**src/rtl/trss_pkg.sv**
```systemverilog
// package for the thread ready and sleep scheduler
// request, status and source codes, fsm state type; no dependencies
`timescale 1ns / 1ps
`default_nettype none
package trss_pkg;
    localparam int THREAD_SLOTS_DEF = 16;
    localparam int TIME_BITS_DEF = 32;
    localparam int ID_W = 4;
    localparam int TICK_W = 32;

    typedef enum logic [1:0] {
        REQ_PUSH_NEW   = 2'd0,
        REQ_PUSH_WAIT  = 2'd1,
        REQ_PUSH_SLEEP = 2'd2,
        REQ_SCHEDULE   = 2'd3
    } req_t;

    typedef enum logic [1:0] {
        ST_OK       = 2'd0,
        ST_NONE     = 2'd1,
        ST_REJECTED = 2'd2,
        ST_RSVD     = 2'd3
    } status_t;

    typedef enum logic [1:0] {
        FROM_NONE  = 2'd0,
        FROM_NEW   = 2'd1,
        FROM_SLEEP = 2'd2,
        FROM_WAIT  = 2'd3
    } from_t;

    typedef enum logic [1:0] {
        MEM_NONE  = 2'd0,
        MEM_NEW   = 2'd1,
        MEM_WAIT  = 2'd2,
        MEM_SLEEP = 2'd3
    } member_t;

    typedef enum logic [2:0] {
        S_IDLE,
        S_DECIDE,
        S_WALK_RD,
        S_WALK_CMP,
        S_RESULT
    } state_t;
endpackage
`default_nettype wire

```
**src/rtl/trss_mem.sv**
```systemverilog
// thread slot store: link and wake time memory, one write and one read port,
// registered read data; depends on nothing
`timescale 1ns / 1ps
`default_nettype none
module trss_mem #(
    parameter int SLOTS = 16,
    parameter int TW = 32
) (
    input  wire logic                     aclk,
    input  wire logic                     wr_en,
    input  wire logic [$clog2(SLOTS)-1:0] wr_addr,
    input  wire logic                     wr_link_en,
    input  wire logic [$clog2(SLOTS)-1:0] wr_link,
    input  wire logic                     wr_wake_en,
    input  wire logic [TW-1:0]            wr_wake,
    input  wire logic [$clog2(SLOTS)-1:0] rd_addr,
    output logic      [$clog2(SLOTS)-1:0] rd_link,
    output logic      [TW-1:0]            rd_wake
);
    localparam int IW = $clog2(SLOTS);
    logic [IW-1:0] link_mem [SLOTS];
    logic [TW-1:0] wake_mem [SLOTS];

    always_ff @(posedge aclk) begin
        if (wr_en && wr_link_en) begin
            link_mem[wr_addr] <= wr_link;
        end
        if (wr_en && wr_wake_en) begin
            wake_mem[wr_addr] <= wr_wake;
        end
        rd_link <= link_mem[rd_addr];
        rd_wake <= wake_mem[rd_addr];
    end
endmodule
`default_nettype wire

```
**src/rtl/thread_ready_and_sleep_scheduler.sv**
```systemverilog
// top level: request fsm over the slot store, queue heads and tails, membership
// depends on trss_pkg and trss_mem
//
//  channel   | dir | tdata fields (low bit up)                               | tuser
//  s_axis_*  | in  | thread_id[3:0], sleep_ticks[35:4], current_tick[67:36] | req_type
//  m_axis_*  | out | status[1:0], picked_thread[5:2], picked_from[7:6]      | none
//
// a push new/waiting or a schedule passes decide, walk_rd and result after accept,
// plus walk_cmp when the pick comes from waiting; a rejected push or a first sleeper goes from decide to result.
// a push sleeping compares one sleeper per cycle in walk_cmp;
// the registered read data of the slot store sets this pace.
// one request is worked at a time; s_axis_tready is high only in idle.
// a stalled result holds until taken; reset clears all queues at once.
`timescale 1ns / 1ps
`default_nettype none
module thread_ready_and_sleep_scheduler #(
    parameter int THREAD_SLOTS = trss_pkg::THREAD_SLOTS_DEF,
    parameter int TIME_BITS = trss_pkg::TIME_BITS_DEF
) (
    input  wire logic        aclk,
    input  wire logic        aresetn,
    input  wire logic        s_axis_tvalid,
    output logic             s_axis_tready,
    // thread_id, sleep_ticks, current_tick, 4 zero bits
    input  wire logic [71:0] s_axis_tdata,
    // req_type
    input  wire logic [1:0]  s_axis_tuser,
    output logic             m_axis_tvalid,
    input  wire logic        m_axis_tready,
    // status, picked_thread, picked_from
    output logic [7:0]       m_axis_tdata
);
    localparam int IW = $clog2(THREAD_SLOTS);
    localparam int QW = IW + 1;
    localparam logic [QW-1:0] EMPTY = QW'(THREAD_SLOTS);

    trss_pkg::state_t state_reg, state_next;
    logic [QW-1:0] head_reg [3];
    logic [QW-1:0] head_next [3];
    logic [QW-1:0] tail_reg [3];
    logic [QW-1:0] tail_next [3];
    logic [1:0] member_reg [THREAD_SLOTS];
    logic [1:0] member_next [THREAD_SLOTS];

    logic [1:0] req_reg, req_next;
    logic [trss_pkg::ID_W-1:0] tid_reg, tid_next;
    logic [TIME_BITS-1:0] now_reg, now_next, wake_reg, wake_next;
    logic [IW-1:0] cur_reg, cur_next, prev_reg, prev_next;
    logic have_prev_reg, have_prev_next;
    logic [7:0] out_reg, out_next;

    logic wr_en, wr_link_en, wr_wake_en;
    logic [IW-1:0] wr_addr, wr_link, rd_addr, rd_link;
    logic [TIME_BITS-1:0] wr_wake, rd_wake;

    trss_mem #(.SLOTS(THREAD_SLOTS), .TW(TIME_BITS)) u_mem (
        .aclk(aclk), .wr_en(wr_en), .wr_addr(wr_addr), .wr_link_en(wr_link_en),
        .wr_link(wr_link), .wr_wake_en(wr_wake_en), .wr_wake(wr_wake),
        .rd_addr(rd_addr), .rd_link(rd_link), .rd_wake(rd_wake)
    );

    logic [TIME_BITS-1:0] in_now, in_sum;
    logic [trss_pkg::ID_W-1:0] in_tid;
    assign in_tid = s_axis_tdata[3:0];
    assign in_now = TIME_BITS'(s_axis_tdata[67:36]);
    assign in_sum = TIME_BITS'(s_axis_tdata[35:4]) + in_now;

    always_ff @(posedge aclk) begin
        if (!aresetn) begin
            state_reg <= trss_pkg::S_IDLE;
            for (int i = 0; i < 3; i++) begin
                head_reg[i] <= EMPTY;
                tail_reg[i] <= EMPTY;
            end
            for (int i = 0; i < THREAD_SLOTS; i++) begin
                member_reg[i] <= trss_pkg::MEM_NONE;
            end
        end else begin
            state_reg <= state_next;
            head_reg <= head_next;
            tail_reg <= tail_next;
            member_reg <= member_next;
        end
        req_reg <= req_next;
        tid_reg <= tid_next;
        now_reg <= now_next;
        wake_reg <= wake_next;
        cur_reg <= cur_next;
        prev_reg <= prev_next;
        have_prev_reg <= have_prev_next;
        out_reg <= out_next;
    end

    logic [1:0] q;
    logic [IW-1:0] t;
    logic in_range;
    logic [QW-1:0] hs;

    always_comb begin
        state_next = state_reg;
        head_next = head_reg;
        tail_next = tail_reg;
        member_next = member_reg;
        req_next = req_reg;
        tid_next = tid_reg;
        now_next = now_reg;
        wake_next = wake_reg;
        cur_next = cur_reg;
        prev_next = prev_reg;
        have_prev_next = have_prev_reg;
        out_next = out_reg;
        wr_en = 1'b0;
        wr_link_en = 1'b0;
        wr_wake_en = 1'b0;
        wr_addr = cur_reg;
        wr_link = cur_reg;
        wr_wake = wake_reg;
        rd_addr = cur_reg;
        s_axis_tready = 1'b0;
        m_axis_tvalid = 1'b0;
        q = 2'd0;
        t = IW'(tid_reg);
        in_range = ({28'd0, tid_reg} < 32'(THREAD_SLOTS));
        hs = head_reg[2];
        case (state_reg)
            trss_pkg::S_IDLE: begin
                s_axis_tready = 1'b1;
                if (s_axis_tvalid) begin
                    req_next = s_axis_tuser;
                    tid_next = in_tid;
                    now_next = in_now;
                    wake_next = in_sum;
                    state_next = trss_pkg::S_DECIDE;
                end
                // prefetch the new queue head for a schedule
                rd_addr = IW'(head_reg[0]);
            end
            trss_pkg::S_DECIDE: begin
                // first pass: for a schedule, read the new head, or the sleeping head if new is empty
                out_next = {trss_pkg::FROM_NONE, 4'd0, trss_pkg::ST_OK};
                if (req_reg == trss_pkg::REQ_SCHEDULE) begin
                    if (head_reg[0] != EMPTY) begin
                        q = 2'd0;
                        out_next = {trss_pkg::FROM_NEW, 4'(head_reg[0]), trss_pkg::ST_OK};
                    end else begin
                        q = 2'd2;
                        out_next = {trss_pkg::FROM_SLEEP, 4'(hs), trss_pkg::ST_OK};
                    end
                    rd_addr = IW'(q == 2'd0 ? head_reg[0] : hs);
                    cur_next = rd_addr;
                    have_prev_next = 1'b0;
                    state_next = trss_pkg::S_WALK_RD;
                end else if (!in_range || member_reg[t] != trss_pkg::MEM_NONE) begin
                    out_next = {trss_pkg::FROM_NONE, 4'd0, trss_pkg::ST_REJECTED};
                    state_next = trss_pkg::S_RESULT;
                end else if (req_reg != trss_pkg::REQ_PUSH_SLEEP) begin
                    q = req_reg;
                    wr_en = 1'b1;
                    wr_link_en = 1'b1;
                    wr_addr = t;
                    wr_link = t;
                    if (head_reg[q] == EMPTY) begin
                        head_next[q] = QW'(t);
                    end
                    tail_next[q] = QW'(t);
                    member_next[t] = (q == 2'd0) ? trss_pkg::MEM_NEW : trss_pkg::MEM_WAIT;
                    state_next = trss_pkg::S_WALK_RD;
                    cur_next = IW'(tail_reg[q]);
                    have_prev_next = (head_reg[q] != EMPTY);
                end else begin
                    wr_en = 1'b1;
                    wr_link_en = 1'b1;
                    wr_wake_en = 1'b1;
                    wr_addr = t;
                    wr_link = t;
                    member_next[t] = trss_pkg::MEM_SLEEP;
                    if (hs == EMPTY) begin
                        head_next[2] = QW'(t);
                        tail_next[2] = QW'(t);
                        state_next = trss_pkg::S_RESULT;
                    end else begin
                        cur_next = IW'(hs);
                        have_prev_next = 1'b0;
                        state_next = trss_pkg::S_WALK_CMP;
                        rd_addr = IW'(hs);
                    end
                end
            end
            trss_pkg::S_WALK_RD: begin
                if (req_reg == trss_pkg::REQ_SCHEDULE) begin
                    // rd data holds the chosen head entry
                    if (head_reg[0] != EMPTY) begin
                        q = 2'd0;
                    end else if (hs != EMPTY && rd_wake <= now_reg) begin
                        q = 2'd2;
                    end else begin
                        q = 2'd1;
                        out_next = {trss_pkg::FROM_WAIT, 4'(head_reg[1]), trss_pkg::ST_OK};
                    end
                    if (q == 2'd1 && head_reg[1] == EMPTY) begin
                        out_next = {trss_pkg::FROM_NONE, 4'd0, trss_pkg::ST_NONE};
                        state_next = trss_pkg::S_RESULT;
                    end else if (q == 2'd1) begin
                        // waiting head link must be read first
                        req_next = trss_pkg::REQ_PUSH_NEW;
                        cur_next = IW'(head_reg[1]);
                        rd_addr = IW'(head_reg[1]);
                        state_next = trss_pkg::S_WALK_CMP;
                    end else begin
                        member_next[IW'(head_reg[q])] = trss_pkg::MEM_NONE;
                        if (head_reg[q] == tail_reg[q]) begin
                            head_next[q] = EMPTY;
                            tail_next[q] = EMPTY;
                        end else begin
                            head_next[q] = QW'(rd_link);
                        end
                        state_next = trss_pkg::S_RESULT;
                    end
                end else begin
                    // fifo push: link old tail to the new thread
                    if (have_prev_reg) begin
                        wr_en = 1'b1;
                        wr_link_en = 1'b1;
                        wr_addr = cur_reg;
                        wr_link = t;
                    end
                    state_next = trss_pkg::S_RESULT;
                end
            end
            trss_pkg::S_WALK_CMP: begin
                if (req_reg == trss_pkg::REQ_PUSH_NEW) begin
                    // deferred pop of the waiting head
                    member_next[cur_reg] = trss_pkg::MEM_NONE;
                    if (head_reg[1] == tail_reg[1]) begin
                        head_next[1] = EMPTY;
                        tail_next[1] = EMPTY;
                    end else begin
                        head_next[1] = QW'(rd_link);
                    end
                    state_next = trss_pkg::S_RESULT;
                end else if (rd_wake > wake_reg) begin
                    wr_en = 1'b1;
                    wr_link_en = 1'b1;
                    wr_addr = t;
                    wr_link = cur_reg;
                    if (have_prev_reg) begin
                        // link the previous sleeper to the new one in the next cycle
                        req_next = trss_pkg::REQ_PUSH_WAIT;
                        state_next = trss_pkg::S_WALK_RD;
                        have_prev_next = 1'b1;
                        cur_next = prev_reg;
                    end else begin
                        head_next[2] = QW'(t);
                        state_next = trss_pkg::S_RESULT;
                    end
                end else if (QW'(cur_reg) == tail_reg[2]) begin
                    wr_en = 1'b1;
                    wr_link_en = 1'b1;
                    wr_addr = cur_reg;
                    wr_link = t;
                    tail_next[2] = QW'(t);
                    state_next = trss_pkg::S_RESULT;
                end else begin
                    prev_next = cur_reg;
                    have_prev_next = 1'b1;
                    cur_next = rd_link;
                    rd_addr = rd_link;
                    state_next = trss_pkg::S_WALK_CMP;
                end
            end
            trss_pkg::S_RESULT: begin
                m_axis_tvalid = 1'b1;
                if (m_axis_tready) begin
                    state_next = trss_pkg::S_IDLE;
                end
            end
            default: state_next = trss_pkg::S_IDLE;
        endcase
    end

    assign m_axis_tdata = out_reg;

    // a result is never offered while a request can be accepted
    assert property (@(posedge aclk) disable iff (!aresetn)
        m_axis_tvalid |-> !s_axis_tready)
        else $error("result and accept overlap");
    // head and tail of the new and sleep queues are both empty or both set
    assert property (@(posedge aclk) disable iff (!aresetn)
        (head_reg[0] == EMPTY) == (tail_reg[0] == EMPTY))
        else $error("new queue head/tail mismatch");
    assert property (@(posedge aclk) disable iff (!aresetn)
        (head_reg[2] == EMPTY) == (tail_reg[2] == EMPTY))
        else $error("sleep queue head/tail mismatch");
    // an accepted request reaches the decision step next
    assert property (@(posedge aclk) disable iff (!aresetn)
        s_axis_tvalid && s_axis_tready |=> state_reg == trss_pkg::S_DECIDE)
        else $error("accept did not start work");
endmodule
`default_nettype wire

```
**config.mk**
```make
export PLATFORM = sky130hd
export DESIGN_NAME = thread_ready_and_sleep_scheduler
export DESIGN_NICKNAME = d
export VERILOG_FILES = /design/src/rtl/trss_pkg.sv /design/src/rtl/trss_mem.sv /design/src/rtl/thread_ready_and_sleep_scheduler.sv
export SDC_FILE = /design/constraint.sdc
export NUM_CORES = 1
export LEC_CHECK = 0
export BUFFER_PORTS_ARGS = -buffer_cell sky130_fd_sc_hd__clkbuf_2
export CORE_UTILIZATION = 34
export DETAILED_ROUTE_END_ITERATION = 16
export GPL_ROUTABILITY_DRIVEN = 0
export PLACE_DENSITY = 0.47
export SLEW_MARGIN = 30
export SYNTH_ARGS = -nofsm -noshare
export SYNTH_HDL_FRONTEND = slang
export SYNTH_SLANG_ARGS = --single-unit
```
**constraint.sdc**
```tcl
create_clock -name aclk -period 10.2 [get_ports aclk]
set_input_delay 1.02 -clock aclk [delete_from_list [all_inputs] [get_ports aclk]]
set_output_delay 1.02 -clock aclk [all_outputs]
set_load 0.02 [all_outputs]
```
* Yosys cells after proc, flatten, opt, wreduce, memory -nomap -nowiden *
Memories as Yosys holds them, arrays and structs flattened. A register that Yosys moved wholly into a read port is not among the register bits.
Cells that the tools add are included.

storage, ports and cells
  register bits = 152
  memory bits (writable) = 576
  input bits = 78
  output and inout port bits = 10
  logic and storage cells = 300
  memories kept = 2

operators by class
  add/sub/neg operators = 1
  order comparisons = 12
  equal/unequal tests = 43
  multiplexer cells = 163
  bitwise gates (word level) = 18
  reduce and logical (&&, ||, !) cells = 30

memories
  name            words  width  read ports  clocked after Yosys merged registers in  wr ports  RTL line        RTL
  u_mem.wake_mem  16     32     1           1                                        1         trss_mem.sv:22  logic [TW-1:0] wake_mem [SLOTS];
  u_mem.link_mem  16     4      1           1                                        1         trss_mem.sv:21  logic [IW-1:0] link_mem [SLOTS];

operators with widths
  operator                                   count
  32-bit two-way mux                         7
  15-bit two-way mux                         13
  4-bit two-way mux                          28
  5-bit two-way mux                          21
  32-bit case mux with 3 select lines        1
  32-bit bitwise AND                         2
  32-bit inverter                            2
  10-bit case mux with 3 select lines        2
  8-bit two-way mux                          6
  15-bit bitwise mux                         3
  2-bit two-way mux                          21
  5-bit binary-select mux with 2-bit select  4
  2-bit != test, second input constant       20
  3-bit two-way mux                          13
  32-bit adder                               1
  32-bit bitwise mux                         1
  32-bit greater-than comparator             1
  32-bit less-or-equal comparator            1
  32-bit OR                                  1
  12-bit bitwise AND                         2
  2-bit demux with 4-bit select              3
  1-bit two-way mux                          24
  4-bit case mux with 3 select lines         2
  8-bit AND reduction                        3
  other kinds (43)                           85

* Depth between registers and ports, before layout *
Gate-level depths: netlist (run 1).

  word-level depth = 21
  mapped depth = 17
  depth with buffers taken out = 15

* Cells and area by module *
Synthesis (run 1) repeated with hierarchy kept, for this count alone.

second synthesis, totals
  cell total of the unflattened synthesis = 2241
  area, all modules = 33519.6 um2

modules (own cells, without submodules)
  module                            instances  cells an instance  area each (um2)  sequential area each (um2)
  trss_mem                          1          966                22425.3          18017.3
  thread_ready_and_sleep_scheduler  1          1275               11094.4          3913.8

* Worst setup path after synthesis (run 1) *
Ideal clock, no wire load.

  path type = reg2reg
  from = reg wake_reg[5]
  to = mem u_mem.wake_mem[10][0], enable pin
  library setup time = 0.421 ns
  arrival = 4.493 ns
  required time = 9.779 ns
  path slack = 5.286 ns
  cell stages (with the launch flop) = 15
  buffers on the path = 0
  clock period less this slack = 4.914 ns
  cells stage by stage = edfxtp_1 inv_1 ha_1 a211oi_1 nor2_1 nor4b_1 o21ai_1 a211o_1 o21ai_1 nor2_1 mux2i_1 nor2_2 mux2_2 or2_2 nor2_1

on the way
  cells in the longest elaborated chain, start to end = 7

RTL lines
  item                                     RTL line                                 RTL
  start, declared                          thread_ready_and_sleep_scheduler.sv:47   logic [TIME_BITS-1:0] now_reg, now_next, wake_reg, wake_next;
  start signal, assigned                   thread_ready_and_sleep_scheduler.sv:87   wake_reg <= wake_next;
  32-bit greater-than comparator (*)       thread_ready_and_sleep_scheduler.sv:241  end else if (rd_wake > wake_reg) begin
  1-bit two-way mux                        thread_ready_and_sleep_scheduler.sv:241
  1-bit two-way mux                        thread_ready_and_sleep_scheduler.sv:231  if (req_reg == trss_pkg::REQ_PUSH_NEW) begin
  1-bit case mux with 3 select lines       thread_ready_and_sleep_scheduler.sv:125  case (state_reg)
  1-bit logical AND                        trss_mem.sv:28                           if (wr_en && wr_wake_en) begin
  1-bit two-way mux                        trss_mem.sv:28
  1-bit two-way mux (not written as such)  trss_mem.sv:29                           wake_mem[wr_addr] <= wr_wake;
  end, declared                            trss_mem.sv:22

Every way passes the cells marked *; elsewhere a longest branch is shown, timed or not.

* Final worst setup path (run 1) *
  from = reg wake_reg[14]
  to = mem u_mem.wake_mem[5][28], enable pin

Same word-level chain as after synthesis.

==> impl.org, run 1 <==
** Critical path
- Worst setup path category :: reg2reg
- Arrival time at the worst endpoint :: 6610 ps
- Category of the worst setup path capture point :: flop
- Startpoint kind of the worst setup timing path :: flop
- At the worst endpoint, the required time is 10500 ps.
- Largest fanout of any net on the critical path :: 17

** Clock tree
- Clock Tree Buf Depth :: 3
- Post-CTS timing repair inserted 0 buffers for setup.
- TritonCTS built the clock tree.
- Clock slew at reported path FFs :: 60 ps
- The H-tree generated during clock tree synthesis spans 3 levels.
- TritonCTS created 88 clock buffers.
- Clock root buffer master :: clkbuf_16
- Clock sink count :: 764
- Number of cells upsized or downsized after cts :: 0
- Hold buffer count at cts :: 0
- At the later pin of the worst-skew pair, clock insertion delay measures 670 ps.

** Cells and area
- The register with the most flip-flops in the layout has 512 of them.
- Top reg by flops :: u_mem.wake_mem
- The area growth from synthesis to layout is 14.53%.
- Filler cell count in the final layout :: 9563
- The largest registers in the layout are u_mem.wake_mem x512, u_mem.link_mem x64.
- The final layout contains 3169 nets.
- Share of final-layout standard cells stronger than drive strength 1 :: 13.33%
- # diodes :: 0
- Final design area excluding fillers :: 39530 um2

** Floorplan
- The floorplan step defined a die boundary enclosing 102800 um2.
- The floorplan step set the die width to 320.6 um.
- IO Pins :: 88
- Core outline area :: 100300 um2
- Number of core rows :: 116
- Once the floorplan was initialized, standard cells occupied 34.42% of the core.
- From bottom edge to top edge, the die measures 320.6 um.

** STA
- Hold timing on the final database bottoms out at a slack of 457.0 ps.
- Tightest slew margin relative to the limit :: 33.51%
- Derived from the worst setup path, the maximum achievable clock frequency is 0.1584 GHz.
- The clock arrives with 27.17 ps of skew.
- Total setup violations reported at the end of the flow :: 0
- In the finished design, the share of the clock period the worst path needs comes to 61.89%.
- For the pin with the worst max-slew slack, the measured transition is 997.4 ps.
- The routed design could run at a clock period as short as 6312 ps.
- Adding up every negative setup slack in the final design gives 0 ps.
- Number of hold violations in the final report :: 0
- Pins Over Slew Limit :: 0
- Setup repair after global routing left no endpoint under its margin.
- The worst path meets setup with 3888 ps of slack.

** GRT
- Number of global-route vias before repair :: 23728
- Wire length of the first global-routing pass :: 154100 um
- Entering global routing, the biggest net connects 215 pins.
- The number of antenna violations at the first check in global routing came to 0.
- After global routing the overflow that remains totals 0.
- Total global-route track usage :: 20.08%

** Run status
- The run finished with clean final reports.

** Synthesis
- Number of storage elements in the synthesis netlist :: 764
- Count of yosys warnings during synthesis :: 0
- Synthesis produced a netlist with a net count of 3104.
- Most area-consuming cells after synthesis :: edfxtp_1 (58%), nand2_1 (6.2%), dfxtp_1 (5.9%)
- After synthesis, the largest area contributor takes up 57.68% of total cell area.
- Area leader, netlist :: edfxtp_1
- Netlist Area Pre-Place :: 34520 um2
- Top_reg_cell synth :: edfxtp_1
- Post-synthesis async set-or-reset flop share :: 0%
- After synthesis, flip-flops and latches occupy 63.54% of the total area.
- Top post-synthesis cells by count :: edfxtp_1 (663), nand2_1 (570), a21oi_1 (246)
- The synthesized netlist contains 100 unique library cells.
- Synthesis produced a netlist whose cell count is 2930.
- A synthesized cell averages 11.78 um2.
- Yosys instantiated no cell more often than edfxtp_1.
- In this run, synthesis inferred 663 flip-flops with an integrated enable.

** Power
- Summed over all cells, the static leakage comes to 14.10 nW.
- Power spread over the standard cell area amounts to 239.9 nW/um2.
- After layout, the design draws a total of 9.485 mW.
- Peak supply drop :: 0.1350 mV

** Route
- Count of routing violations after the opening detailed-route iteration :: 2311
- Via density per instance :: 5.453
- WL per Instance :: 23.47 um
- Overall via count from detail_route :: 24130
- After detailed routing, the total wire length is 103900 um.
- In this run the remaining antenna-violating nets after routing total 0.
- The first detailed-routing pass took 6 iterations.
- In the routed design, unresolved DRC markers number 0.

** Placed design
- Post-placement cell area :: 36390 um2
- Half-perimeter wire length of the detailed placement result :: 60170 um
- Port buffer count :: 83
- OpenSTA, run right after detailed placement, puts the worst setup slack at 3891 ps.

** Min path
- Min-Delay Path Class :: reg2reg

** Run
- Max-cap check violation count :: 0
==> final timing paths <==
check                              startpoint  slack, ps                         endpoint  depth (start not counted)
hold reg to reg   member_reg[15]$_SDFFE_PN0P_        460      member_reg[15]$_SDFFE_PN0P_                          2
setup / recovery       wake_reg[14]$_DFFE_PP_       3890  u_mem.wake_mem[5][28]$_DFFE_PP_                         16
setup reg to reg       wake_reg[14]$_DFFE_PP_       3890  u_mem.wake_mem[5][28]$_DFFE_PP_                         16
hold / removal    member_reg[15]$_SDFFE_PN0P_        460      member_reg[15]$_SDFFE_PN0P_                          2
==> per-layer routing <==
layer | vias to the layer above | routed length, um | GRT usage (%)
met5 | - | 0 | 0
met4 | 0 | 2606 | 6.178
met3 | 174 | 5546 | 2.639
met2 | 801 | 49390 | 32.92
met1 | 12128 | 46310 | 27.54
li1 | 11027 | - | -
==> cells by family after synthesis <==
logic type,count (synthesis),synth area share (%)
DFF,764,63.54
xor gates and xnor gates,42,1.066
buffers and inverters,257,3.444
adders and majority gates,96,3.502
muxes,20,0.6017
AOI/OAI and AO/OA,682,13.52
and+or+nand+nor,1069,14.33
==> power breakdown <==
part / total (mW) / internal, mW / switching [mW]
clock network: 3.35 / 2.02 / 1.33
registers: 3.94 / 3.70 / 0.248
logic: 2.19 / 0.730 / 1.46
total: 9.48 / 6.44 / 3.04
==> critical path, stage by stage (launching register included) <==
cell      delay, ps
edfxtp_1        690
inv_1           120
ha_1            320
nand3_1         120
nor3_1          500
o22ai_1         140
o21ai_1         470
a211o_1         250
o21ai_1          80
buf_4           200
nor2_1          240
mux2i_1         160
nor2_2          450
mux2_2          450
or2_2           420
nor2_4          740
buf_4           530
==> cell type report <==
cell class	count	area (um2)	share of cell area, %
flip-flops and latches	764	21930	55.48
inverters	99	371.6	0.9401
multi-input cells	1909	11570	29.26
repair buffers	133	850.8	2.152
clock buffers	108	2360	5.969
well taps	1357	1698	4.295
clock inverters	55	753.2	1.905
==> placed cells by master, fill, tap and decap left out, types with 10 or more instances in the layout <==
cell type / instances
a21o_1: 16
a21oi_1: 245
a221oi_2: 31
a22o_1: 77
a22oi_1: 18
a31oi_1: 27
and3_1: 12
buf_4: 44
bufinv_16: 14
clkbuf_1: 14
clkbuf_16: 90
clkbuf_2: 83
clkinv_2: 14
clkinvlp_4: 11
dfxtp_1: 101
edfxtp_1: 663
ha_1: 95
inv_1: 97
mux2i_1: 14
nand2_1: 570
nand3_1: 159
nand3_2: 31
nand4_1: 49
nor2_1: 114
nor2_4: 19
nor2b_1: 12
nor3_1: 32
o211ai_1: 13
o21ai_0: 121
o21ai_1: 11
o22ai_1: 12
or2_2: 10
xnor2_1: 28
xor2_1: 14
==> per-stage QoR <==
| step | std cells | util [%] |
|---|---|---|
| floorplan | 2930 | - |
| global placement | 4259 | 36.25 |
| detailed placement | 4261 | 36.28 |
| CTS | 4424 | 39.39 |
| global route | 4425 | 39.42 |
| finish | 4425 | 39.42 |
Note: power is estimated with default switching activity, not from simulation.
==> run 2: changes to the inputs <==
Settings changed: ABC_AREA from default to 1, PLACE_DENSITY 0.47 to 0.48.
Clock period 10.2 ns to 5.3 ns, I/O delays scaled along.
==> run 2 against run 1 <==
Against the previous run:
- clock skew is 25 ps higher
- critical path type unchanged
- register-to-register slack lost 3300 ps
- critical endpoint is now u_mem.wake_mem[10][13]$_DFFE_PP_
- routed wire length is 7.5% higher
- non-clock buffer count increased by 34
- utilization fell by 0.31 points
==> impl.org, run 2 <==
** Min path
- Worst hold stages :: 1
- The path with the worst hold slack has its endpoint at now_reg[0]$_DFFE_PP_.
- Hold path startpoint :: s_axis_tdata[36]
- The min-delay analysis places its worst path in the category in2reg.

** Route
- Pre-Repair DR Iteration Count :: 7
- Highest routing layer actually used :: met4
- Count of routing violations after the opening detailed-route iteration :: 2340
- Length of routed wiring on met1 :: 51750 um
- Total routed wirelength :: 111600 um
- The count of nets left with antenna violations once routing finished came out at 0.
- Via density per instance :: 5.089
- After detailed routing, the number of remaining DRC violations is 0.
- Met2 Wirelength :: 51590 um
- Detailed routing inserted a total of 27982 vias.
- Detailed routing placed a total of 5391 um of wire on met3.
- WL per Instance :: 20.30 um

** Synthesis
- Number of storage elements in the synthesis netlist :: 764
- Synthesis produced a netlist with a net count of 4127.
- After synthesis, the most frequently instantiated cells are nand2_1 (868), edfxtp_1 (663), nand3_1 (656).
- After synthesis, flip-flops and latches occupy 58.79% of the total area.
- Post-synthesis async set-or-reset flop share :: 0%
- Summed over its instances, the top area cell type makes up 53.37% of the synthesized netlist area.
- Number of standard cells after synthesis :: 3953
- Top_reg_cell synth :: edfxtp_1
- Of all cell types, the one taking the most synthesized area is edfxtp_1.
- In this run, synthesis inferred 663 flip-flops with an integrated enable.
- Count of different cell masters after synthesis :: 47
- During synthesis, Yosys emitted a total of 0 warnings.
- Netlist Area Pre-Place :: 37310 um2
- Top-count cell post-synth :: nand2_1
- Synthesized area per cell :: 9.437 um2
- By area the synthesized netlist is led by edfxtp_1 (53%), nand3_1 (8.8%), nand2_1 (8.7%).

** Clock tree
- Clock buffers created by TritonCTS :: 86
- Clock-pin slew was measured on the worst setup and hold paths at 60 ps.
- Clock root buffer master :: clkbuf_16
- The later pin in the worst-skew pair is clocked with a latency of 660 ps.
- The clock passes through at most 3 buffers.
- TritonCTS built the clock tree.
- The H-tree was split into 3 levels.
- In this run the post-CTS setup repair buffer count came out at 0.
- Post-CTS repair changed the size of 0 cells.
- The number of hold buffers added after CTS was 0.
- Clock sink count :: 764

** Critical path
- Worst-case register-to-register setup slack :: 600 ps
- Length in cells of the worst reg-to-reg path :: 19
- CP required :: 5590 ps
- In this run the worst path has a maximum fanout of 20.
- Worst setup path category :: reg2reg
- Arrival time at the worst endpoint :: 4990 ps
- Reg-to-reg endpoint :: u_mem.wake_mem[10][13]$_DFFE_PP_
- Category of the worst setup path capture point :: flop
- Startpoint kind of the worst setup timing path :: flop
- Beginning of the worst register-to-register path :: wake_reg[21]$_DFFE_PP_

** Floorplan
- Die ar. :: 111100 um2
- Chip width :: 333.2 um
- The total area inside the core boundary comes to 108900 um2.
- Starting Density :: 34.27%
- The die is 333.2 um tall.
- The floorplan has 121 rows.
- IO Pins :: 88

** GRT
- Number of global-route vias before repair :: 26744
- The number of antenna violations at the first check in global routing came to 0.
- The first global-routing pass estimated 167600 um of wire.
- Summed over all layers, the global routing overflow is 0.
- Total global-route track usage :: 19.88%
- Entering global routing, the biggest net connects 153 pins.

** Cells and area
- Largest registers ranked by flip-flop count :: u_mem.wake_mem x512, u_mem.link_mem x64
- Ranked by flip-flop count, first place goes to u_mem.wake_mem.
- In the final design database the tool counted 4186 nets.
- Filler cell count in the final layout :: 10695
- Most used cells in the layout excluding fill and tap cells :: nand2_1 (865), edfxtp_1 (663), nand3_1 (655)
- Leaving out fill and tap cells, the most frequent cell in the layout is nand2_1.
- The register with the most flip-flops in the layout has 512 of them.
- Area growth, synth to finish :: 14.10%
- The post-route netlist has 8.401% of its cells at a drive strength greater than 1.
- Once layout is complete, the utilization of the core stands at 39.11%.

** Placed design
- Input and output buffers added on the ports amount to 83.
- The wire-length estimate of the detail-placed layout is 63400 um.

** STA
- Setup repair after global routing missed its margin :: false
- After layout, the minimum clock period comes to 4698 ps.
- The final hold violation count is 0.
- At the pin with the least slew margin, the transition time is 984.3 ps.
- Dividing the final minimum period by the clock period gives 88.63%.
- Setup violations remaining at the end of the flow were counted as 0.
- Summed over all failing endpoints, the final setup total negative slack is 0 ps.
- The number of slew-limit violations in the final report is 0.
- Max Clock Skew :: 51.79 ps
- For this run, the top clock speed supported by timing is 0.2129 GHz.
- Tightest slew margin relative to the limit :: 34.38%

** Run
- Max-cap check violation count :: 0

** Run status
- Run status :: finished clean
[run 2: cell type report]
class,count,area [um2],area share (%)
antenna,1,2.502,0.005879
clock buffer,135,2609,6.129
clock inverter,24,234.0,0.5497
inverter,503,1897,4.456
multi-input combinational,2490,12720,29.87
sequential,764,21930,51.52
tap,1414,1769,4.156
timing repair buffer,167,1409,3.310
[run 2: through the flow]
step / setup slack (ps) / area (um2) / hold slack (ps) / instances
after CTS: 550.8 / 42560 / 21.87 / 5497
after floorplan: 39.05 / 37310 / 420.6 / 3953
final: 602.4 / 42570 / 67.06 / 5498
after detailed placement: 606.8 / 39720 / 469.5 / 5338
after global routing: 147.6 / 42560 / 35.92 / 5497
after global placement: 620.9 / 39710 / 459.3 / 5338
[run 2: logic make-up (layout without fill, tap and decap cells)]
group                    Yosys count  in the layout  synth area share, %
AND/OR/NAND/NOR                 1982           1982                24.03
flip-flops                       764            764                58.79
buffers and inverters            699            829                7.536
AO/OA/AOI/OAI                    376            376                5.554
adder cells (fa/ha/maj)           96             96                3.240
XOR/XNOR                          35             35               0.8217
multiplexers                       1              1              0.02683
other                              0              1                    0
[run 2: critical path, stage by stage (launching register included)]
cell and delay (ps):
edfxtp_1 710, inv_1 100, ha_1 310, nand2_1 50, nor2_1 140, nand4_1 190
nor3_1 530, nand2_1 110, nand2_1 170, nand2_1 100, inv_1 130, nand2_1 180
a21oi_1 170, o21ai_0 110, nand3_1 90, o21ai_0 150, nor2_1 130, nand2_1 260
nor3_2 250, buf_4 450
[run 2: how the worst max path moves through the flow]
| stage | start | endpoint | cells after the start |
|---|---|---|---|
| after detailed placement | wake_reg[21]$_DFFE_PP_ | u_mem.wake_mem[10][18]$_DFFE_PP_ | 19 |
| after floorplan | wake_reg[31]$_DFFE_PP_ | u_mem.wake_mem[13][0]$_DFFE_PP_ | 19 |
| after global placement | wake_reg[21]$_DFFE_PP_ | u_mem.wake_mem[13][19]$_DFFE_PP_ | 19 |
| after CTS | wake_reg[21]$_DFFE_PP_ | u_mem.wake_mem[10][28]$_DFFE_PP_ | 19 |
| final | wake_reg[21]$_DFFE_PP_ | u_mem.wake_mem[10][13]$_DFFE_PP_ | 19 |
| after global routing | wake_reg[21]$_DFFE_PP_ | u_mem.wake_mem[10][18]$_DFFE_PP_ | 19 |
[run 2: per-layer routing]
| metal | vias up | global-route usage, % |
|---|---|---|
| li1 | 13558 | - |
| met5 | - | 0 |
| met1 | 13526 | 27.55 |
| met4 | 0 | 5.795 |
| met3 | 176 | 2.541 |
| met2 | 722 | 32.45 |
Power of run 2 is not shown: default switching activity piles up to over one toggle a cycle in this logic, so the estimate is an artifact.
